`src/design/salc_pkg.sv`:
```
// shared types and constants for the set associative lru cache model
// no dependencies
package salc_pkg;

  localparam int unsigned AddrW = 32;
  localparam int unsigned CntW  = 32;
  localparam int unsigned RankW = 5;
  localparam logic [RankW-1:0] RankLimit = 5'd31;

  localparam logic [1:0] CfgAssoc    = 2'd0;
  localparam logic [1:0] CfgWrAlloc  = 2'd1;
  localparam logic [1:0] CfgPrefetch = 2'd2;

  localparam logic [1:0] PfNone   = 2'd0;
  localparam logic [1:0] PfAlways = 2'd1;
  localparam logic [1:0] PfOnMiss = 2'd2;

  typedef enum logic [2:0] {
    ST_CLEAR,
    ST_IDLE,
    ST_READ,
    ST_CMP,
    ST_WRITE,
    ST_OUT
  } exec_state_e;

  typedef struct packed {
    logic             mode;
    logic [AddrW-1:0] address;
  } req_t;

endpackage

```
`src/design/salc_front.sv`:
```
// front end: accepts accesses into a two entry request queue
// depends on salc_pkg
module salc_front (
  input  logic          clk_i,
  input  logic          rst_ni,
  input  logic          s_axis_tvalid,
  output logic          s_axis_tready,
  input  salc_pkg::req_t in_req_i,
  output logic          req_valid_o,
  input  logic          req_ready_i,
  output salc_pkg::req_t req_o
);
  import salc_pkg::*;

  req_t       mem_q [2];
  logic       wr_ptr_q, rd_ptr_q;
  logic [1:0] cnt_q;
  logic       push, pop;

  assign s_axis_tready = (cnt_q != 2'd2);
  assign push          = s_axis_tvalid && s_axis_tready;
  assign req_valid_o   = (cnt_q != 2'd0);
  assign pop           = req_valid_o && req_ready_i;
  assign req_o         = mem_q[rd_ptr_q];

  always_ff @(posedge clk_i) begin
    if (push) begin
      mem_q[wr_ptr_q] <= in_req_i;
    end
  end

  always_ff @(posedge clk_i or negedge rst_ni) begin
    if (!rst_ni) begin
      wr_ptr_q <= 1'b0;
      rd_ptr_q <= 1'b0;
      cnt_q    <= 2'd0;
    end else begin
      if (push) wr_ptr_q <= ~wr_ptr_q;
      if (pop)  rd_ptr_q <= ~rd_ptr_q;
      cnt_q <= cnt_q + {1'b0, push} - {1'b0, pop};
    end
  end

endmodule

```
`config.mk`:
```
export PLATFORM = sky130hd
export DESIGN_NAME = salc_front
export DESIGN_NICKNAME = d
export VERILOG_FILES = /design/src/design/salc_pkg.sv /design/src/design/salc_front.sv
export SDC_FILE = /design/constraint.sdc
export NUM_CORES = 1
export LEC_CHECK = 0
export BUFFER_PORTS_ARGS = -buffer_cell sky130_fd_sc_hd__buf_2
export CORE_MARGIN = 2
export CORE_UTILIZATION = 49
export CTS_BUF_LIST = sky130_fd_sc_hd__clkbuf_8
export DETAILED_ROUTE_END_ITERATION = 16
export PLACE_DENSITY = 0.87
export SLEW_MARGIN = 30
export SYNTH_ARGS = -nofsm -noshare
export SYNTH_HDL_FRONTEND = slang
export SYNTH_SLANG_ARGS = --single-unit
```
`constraint.sdc`:
```
create_clock -name clk_i -period 2.3 [get_ports clk_i]
set_input_delay 0.345 -clock clk_i [delete_from_list [all_inputs] [get_ports clk_i]]
set_output_delay 0.345 -clock clk_i [all_outputs]
set_load 0.05 [all_outputs]
```
==> results.toml, run 1 <==
[run_status]
status = "finished clean"

[drt]
via_per_inst = 4.78
first_pass_iters = 3
wirelength_mm = 4.11
wl_per_cell_um = 14.7
ant_nets = 0
route.vias.total = 1339
drt_iter0_markers = 57
drc_errors = 0

[floorplan]
die_w_um = 78.3
dieHeight_um = 78.3
rows = 27
start_util_pct = 50.1
coreArea_sq_um = 5410
dieArea_sq_um = 6130
io_pins = 72

[finish]
drive_gt1_share_pct = 59.1
fin_area_sq_um = 3380
final_cell_mix = "buf_2, edfxtp_1, mux2_4, clkbuf_8, mux2_2"
fin_cells = 280
final_common_cell = "buf_2"
antenna_cells = 0
finalNetCount = 242
area_growth_pct = 24.8

[clocking]
cts_setup_buffers = 0
cts_buffer_depth = 2
clkTransAtPathRegs_ns = 0.07
clock_latency_ns = 0.33
cts_root_buffer = "clkbuf_8"
htreeDepth = 3
cts_tree = "built"
cts_sinks = 70
cts_made_buffers = 9

[synth]
synth_compound_gate_area_share_pct = 0
synth_area_leaders = "edfxtp_1, mux2_4, dfrtp_1, buf_6, mux2_2"
yosysWarnings = 0
synth_top_area_share_pct = 73.2
synth_top_family_by_area = "multiplexers"
synth_seq_cells = 70
synth.area.mux_share_pct = 17.8
synthXorXnorAreaFrac_pct = 1.29
synth_cell_type_count = 15
post_synth.cell_area_avg_sq_um = 22.6
ys_seq_area_share_pct = 76.9
synth-simple-area-share_pct = 1.29
syn-cell-area_sq_um = 2710
yosys.area.top_type = "edfxtp_1"
synth_adder_area_share_pct = 0.925
syn_inst = 120
synth_nets = 159

[sta]
setup-tns-final_ns = 0
clock-skew-final_ns = 0.00500
period_needed_ns = 2.10
max_freq_mhz = 476
holdWs_ns = 0.201
max-slew-margin-rel_pct = 66.2
fin_ws_ns = 0.197
worstMarginPinSlew_ns = 0.507
timing.final.crit_share_pct = 91.4
slew_violations = 0
rsz0062_at_grt = "no"
hold_violations = 0
setup_viol = 0

[worst_hold_path]
holdCritPathClass = "in2reg"
min_from = "in_req_i[24]"

[job]
maxCapViolations = 0

[global_routing]
grt_pass1_vias = 1402
grt_pass1_wl_mm = 6.54
grt_util_met1_pct = 15.9
grtUsageMet2_pct = 25.3
grt_max_degree = 25
grt_usage_pct = 14.8
grt_antenna_before_repair = 0
grt-ovfl-total = 0
grt_use_met3_pct = 6.55
top_usage_layer = "met2"

[worst_setup_path]
worstPathMaxFanout = 19
r2r_start = "cnt_q[1]"
worstPathArrival_ns = 1.76
critPathLaunchType = "flop"
crit_required_ns = 1.96
cp-end-kind = "output port"
startpoint = "rd_ptr_q"
path_class = "reg2out"

[power_and_ir_drop]
pwr_density_cell_nw_per_um2 = 1500
p_leak_uw = 0.00137
vdd_drop_max_mv = 1.12

[placed_design]
dp_cells = 263
place_area_sq_um = 3180
hpwl_mm = 2.92
pre_cts_slack_ns = 0.415
io_buffers = 71
gp_congestion = 0.673
## state kept, by name, indices dropped and copies added (netlist names)
| name | cells |
|---|---|
| cnt_q | 2 |
| mem_q | 66 |
| wr_ptr_q | 1 |
| rd_ptr_q | 1 |
## per-layer routing
layer,vias to the layer above,share of wire (%)
li1,627,-
met4,0,1.8
met2,56,52
met5,-,0
met1,648,38
met3,8,7.8
## cell families after synthesis
group,count (synthesis)
buffers and inverters,5
AND/OR/NAND/NOR,6
flip-flops,70
adder cells (fa/ha/maj),2
XOR/XNOR,4
multiplexers,33
## metrics by stage
| step | total power (uW) | util [%] |
|---|---|---|
| global route | 5290 | 62.5 |
| floorplan | 3780 | - |
| CTS | 5120 | 62.4 |
| global placement | 4170 | 58.9 |
| detailed placement | 4220 | 58.9 |
| finish | 5060 | 62.5 |
## cell type report
cell class                 instances  area [sq um]
multi-input combinational         45           583
sequential                        70          2090
inverter                           1          3.75
clock inverter                     7          57.6
fill                             416          2030
timing repair buffer              76           433
tap                               72          90.1
clock buffer                       9           124
## synthesized netlist by cell type, drive strengths merged
cell / number
nand2b: 1
inv: 1
nand2: 1
buf: 4
edfxtp: 66
xor2: 1
dfrtp: 4
ha: 2
xnor2: 3
mux2: 33
and2: 1
or2: 1
nor2: 1
and3: 1
## final timing paths
| check | endpoint | cells after the start | slack [ns] |
|---|---|---|---|
| setup / recovery | req_o[21] | 3 | 0.20 |
| hold / removal | mem_q[1][24] | 1 | 0.20 |
| setup reg to reg | cnt_q[1] | 7 | 0.63 |
| hold reg to reg | cnt_q[0] | 1 | 0.53 |
| max in group asynchronous | rd_ptr_q | 2 | 1.81 |
| min in group asynchronous | wr_ptr_q | 2 | 0.34 |
## worst max-delay path: stages (launching register included)
cell     delay (ns)
dfrtp_4        0.64
buf_4          0.25
mux2_4         0.31
buf_2          0.21
## timing repair
item | 4_1_cts | 5_1_grt
gates resized for setup | 0 | 1
endpoints found under the hold margin | 4 | 0
hold buffers | 1 | 0
endpoints found under the setup margin | 0 | 4
## power by group
part           switching (uW)  internal, uW  leakage, uW
sequential                171          1750     0.000659
combinational            1470           780     0.000618
clock                     404           483    0.0000967
total                    2040          3020      0.00137
Power figures use the tool's default switching activity.
==> run 2: changes to the inputs <==
--- a/config.mk
+++ b/config.mk
@@ -5,6 +5,7 @@
 export SDC_FILE = /design/constraint.sdc
 export NUM_CORES = 1
 export LEC_CHECK = 0
+export ABC_AREA = 1
 export BUFFER_PORTS_ARGS = -buffer_cell sky130_fd_sc_hd__buf_2
 export CORE_MARGIN = 2
 export CORE_UTILIZATION = 49
==> results.toml, run 2 <==
[clocking]
clock_latency_ns = 0.33
cts_sinks = 70
cts_buffer_depth = 2
cts_resized = 0
clkTransAtPathRegs_ns = 0.07
htreeDepth = 3
cts_tree = "built"
cts_root_buffer = "clkbuf_8"
cts_made_buffers = 9

[finish]
final_cell_mix = "nand2_1, buf_2, edfxtp_1, inv_1, nand2_2"
antenna_cells = 0
drive_gt1_share_pct = 34.5
largestRegisters = "mem_q x66, cnt_q x2"
multi_input_area_sq_um = 497
regMostFlops = "mem_q"
num-fill-cells = 388
final_util_pct = 64.6
fin_cells = 360
final_common_cell = "nand2_1"
area_growth_pct = 25.2
seqCellArea_sq_um = 2080
largest_reg_flops = 66
finalNetCount = 324

[synth]
syn-cell-area_sq_um = 2690
synthXorXnorAreaFrac_pct = 0
synth_area_leaders = "edfxtp_1, nand2_1, dfrtp_1, nand2_2, buf_6"
yosysWarnings = 0
synth_nets = 243
ys_async_sr_fraction_pct = 5.71
synth_top_family_by_area = "simple AND/OR/NAND/NOR gates"
ys.flop_type = "edfxtp_1"
synth_adder_area_share_pct = 0.931
yosysMostFrequentCell = "nand2_1"
syn_inst = 204
ys_seq_area_share_pct = 77.5
synth_top_area_share_pct = 73.7
synth_compound_gate_area_share_pct = 0
synth.area.mux_share_pct = 0
netlist_top_cells_count = "nand2_1, edfxtp_1, nand2_2"
synth_cell_type_count = 12
synth_seq_cells = 70
synth_edf_count = 66
synth-simple-area-share_pct = 17.3
post_synth.cell_area_avg_sq_um = 13.2
yosys.area.top_type = "edfxtp_1"

[worst_setup_path]
path_class = "reg2out"
crit_required_ns = 1.96
critical-path-slowest-cell = "dfrtp_1"
critPathTopFamily = "flip-flops"
crit_chain = "buf_4 -> nand2_1 -> nand2_1 -> buf_2"
cp_common_cell = "nand2_1"
cpPeakStageDelay_ns = 0.74
worstPathMaxFanout = 13
critPathLaunchType = "flop"
cp-end-kind = "output port"
worst-path-buf-inv = 2
worstPathArrival_ns = 1.76

[drt]
drc_errors = 0
route.vias.total = 1642
wl_per_cell_um = 12.4
via_per_inst = 4.56
wirelength_mm = 4.47
first_pass_iters = 4
ant_nets = 0
drt_iter0_markers = 72

[floorplan]
io_pins = 72
start_util_pct = 51.6
dieArea_sq_um = 6090
rows = 26
dieHeight_um = 78.1
die_w_um = 78.1
coreArea_sq_um = 5200

[global_routing]
grt-ovfl-total = 0
grt_max_degree = 35
grt_pass1_wl_mm = 7.47
grt_antenna_before_repair = 0
grt_usage_pct = 16.8
grt_pass1_vias = 1677

[sta]
rsz0062_at_grt = "no"
max-slew-margin-rel_pct = 58.8
slew_violations = 0
worstMarginPinSlew_ns = 0.617
holdWs_ns = 0.194
setup-tns-final_ns = 0
max_freq_mhz = 475
setup_viol = 0
timing.final.crit_share_pct = 91.6
hold_violations = 0
period_needed_ns = 2.11
clock-skew-final_ns = 0.00443

[run_status]
status = "finished clean"

[placed_design]
gp_congestion = 0.762
io_buffers = 71
hpwl_mm = 3.03
dp_cells = 343

[worst_hold_path]
holdCritPathClass = "in2reg"

[job]
maxCapViolations = 0
-- run 2: cell types whose count changed in the layout (fill, tap and decap cells not counted), moves of 2 or more --
cell       previous run  this run
nand2_1               1       102
mux2_4               29         0
nand2_2               0        10
inv_1                 3        10
mux2_2                4         0
nand3_1               0         3
xnor2_1               3         0
buf_4                 1         3
bufinv_16             1         3
-- run 2: layout make-up --
cell class / instances / share of cell area [%]
clock buffers: 9 / 3.68
multi-input cells: 118 / 14.8
inverters: 9 / 1.23
flip-flops and latches: 70 / 61.9
repair buffers: 77 / 12.7
clock inverters: 7 / 3.12
well taps: 70 / 2.60
-- run 2: cells by family (layout without fill, tap and decap cells) --
| family | after synthesis | in the layout |
|---|---|---|
| flip-flops | 70 | 70 |
| buffers and inverters | 16 | 102 |
| adder cells (fa/ha/maj) | 2 | 2 |
| AND/OR/NAND/NOR | 116 | 116 |
-- run 2: worst paths after layout --
| check | start | to | slack, ns | cells past startpoint |
|---|---|---|---|---|
| max | rd_ptr_q | req_o[30] | 0.19 | 4 |
| min | in_req_i[0] | mem_q[0][0] | 0.19 | 1 |
| max reg2reg | cnt_q[1] | mem_q[0][25] | 0.76 | 4 |
| min reg2reg | wr_ptr_q | wr_ptr_q | 0.48 | 2 |
| max in group asynchronous | rst_ni | wr_ptr_q | 1.84 | 2 |
| min in group asynchronous | rst_ni | cnt_q[1] | 0.34 | 2 |
-- run 2: stage by stage --
step                      setup slack, ns  cell area, sq um
final                               0.193              3360
after global routing                0.104              3360
after CTS                           0.169              3360
after detailed placement            0.558              3130
after global placement              0.623              3130
after floorplan                    0.0589              2690
-- run 2: what timing repair did --
action                    CTS  global route
hold endpoints to repair    4             0
hold buffers                1             0
buffers inserted            0             0
-- run 2: metal layers --
layer,wire length [um],share of wire (%),track usage (%)
met5,0,0,0
met4,83,1.9,10.4
met3,279,6.2,5.17
met2,2290,51,28.4
met1,1820,41,18.4
Power of run 2 is left out: the tool's default activity adds up to more than one toggle a clock period on the data nets, which glitch-free logic cannot reach.
==> run 3: changes to the inputs <==
--- a/config.mk
+++ b/config.mk
@@ -7,6 +7,7 @@
 export LEC_CHECK = 0
 export ABC_AREA = 1
 export BUFFER_PORTS_ARGS = -buffer_cell sky130_fd_sc_hd__buf_2
+export CORE_ASPECT_RATIO = 0.6
 export CORE_MARGIN = 2
 export CORE_UTILIZATION = 49
 export CTS_BUF_LIST = sky130_fd_sc_hd__clkbuf_8
==> results.toml, run 3 (synthesized netlist as in run 2, its figures left out) <==
[worst_setup_path]
cpPeakStageDelay_ns = 0.59
crit_chain = "buf_4 -> nand2_1 -> nand2_1 -> buf_2"
r2r_start = "cnt_q[1]"
critPathLaunchType = "flop"
reg2reg_depth = 4
cp-end-kind = "output port"
crit_required_ns = 1.96
r2r-end = "mem_q[1][5]"
worstPathMaxFanout = 16
worst-path-buf-inv = 2
path_class = "reg2out"
reg2reg_slack_ns = 0.80
cp_common_cell = "nand2_1"
startpoint = "rd_ptr_q"
critPathTopFamily = "flip-flops"
critical-path-slowest-cell = "dfrtp_1"
worstPathArrival_ns = 1.64

[sta]
clock-skew-final_ns = 0.00426
period_needed_ns = 1.98
timing.final.crit_share_pct = 86.1
max_freq_mhz = 505
max-slew-margin-rel_pct = 69.8
slew_violations = 0
setup-tns-final_ns = 0
rsz0062_at_grt = "no"
setup_viol = 0
worstMarginPinSlew_ns = 0.454
hold_violations = 0

[drt]
drc_errors = 0
met2WireLength_mm = 2.15
maxUsedRoutingLayer = "met4"
route.met3.wl_um = 436
ant_nets = 0
via_per_inst = 4.68
wl_met1_mm = 2.25
wl_per_cell_um = 13.6
first_pass_iters = 4
drt_iter0_markers = 68
route.vias.total = 1661
wirelength_mm = 4.84

[finish]
regMostFlops = "mem_q"
finalNetCount = 323
final_common_cell = "nand2_1"
largestRegisters = "mem_q x66, cnt_q x2"
antenna_cells = 0
drive_gt1_share_pct = 34.9
area_growth_pct = 22.3
final_cell_mix = "nand2_1, buf_2, edfxtp_1, nand2_2, clkbuf_8"
largest_reg_flops = 66

[floorplan]
dieHeight_um = 61.4
die_w_um = 99.6
coreArea_sq_um = 5180
io_pins = 72
dieArea_sq_um = 6110
start_util_pct = 51.9
rows = 20

[clocking]
cts_buffer_depth = 2
cts_resized = 0
clock_latency_ns = 0.33
cts_hold_buf = 1
clkTransAtPathRegs_ns = 0.07
cts_tree = "built"
cts_root_buffer = "clkbuf_8"
cts_made_buffers = 9
htreeDepth = 3
cts_sinks = 70
cts_setup_buffers = 0

[global_routing]
grt_usage_pct = 16.7
grt-ovfl-total = 0
grt_pass1_vias = 1483
grt_max_degree = 35
grt_antenna_before_repair = 0
grt_pass1_wl_mm = 7.20

[worst_hold_path]
min_from = "in_req_i[0]"
whs_path_depth = 1
holdPathEnd = "mem_q[1][0]"
holdCritPathClass = "in2reg"

[placed_design]
hpwl_mm = 3.30
io_buffers = 71
gp_congestion = 0.780

[job]
maxCapViolations = 0

[run_status]
status = "finished clean"
-- run 3: layout make-up --
cell class	count	area, sq um
Clock buffer	9	124
Multi-Input combinational cell	118	497
Timing Repair Buffer	76	395
Tap cell	66	82.6
Clock inverter	7	65.1
Fill cell	417	1890
Inverter	9	41.3
Sequential cell	70	2080
-- run 3: worst max-delay path by stage --
stage,end,slack (ns),cells past startpoint
finish,req_o[12],0.32,4
global placement,req_o[12],0.70,4
global route,req_o[17],0.21,4
CTS,req_o[12],0.28,4
floorplan,mem_q[1][0],0.06,3
detailed placement,req_o[12],0.66,4
-- run 3: layer usage --
| layer | track usage [%] | vias up |
|---|---|---|
| met4 | 3.52 | 0 |
| met2 | 24.9 | 76 |
| met3 | 8.51 | 2 |
| li1 | - | 836 |
| met5 | 0 | - |
| met1 | 22.4 | 747 |
-- run 3: through the flow --
step | cells | area [sq um] | setup WS [ns] | utilization (%) | hold slack (ns)
global route | 355 | 3290 | 0.210 | 63.5 | 0.172
CTS | 355 | 3290 | 0.284 | 63.5 | 0.174
finish | 355 | 3290 | 0.319 | 63.5 | 0.201
global placement | 338 | 3090 | 0.701 | 59.6 | 0.165
floorplan | 204 | 2690 | 0.0589 | - | 0.0494
detailed placement | 338 | 3090 | 0.659 | 59.6 | 0.163
Power of run 3 is left out for the same reason.
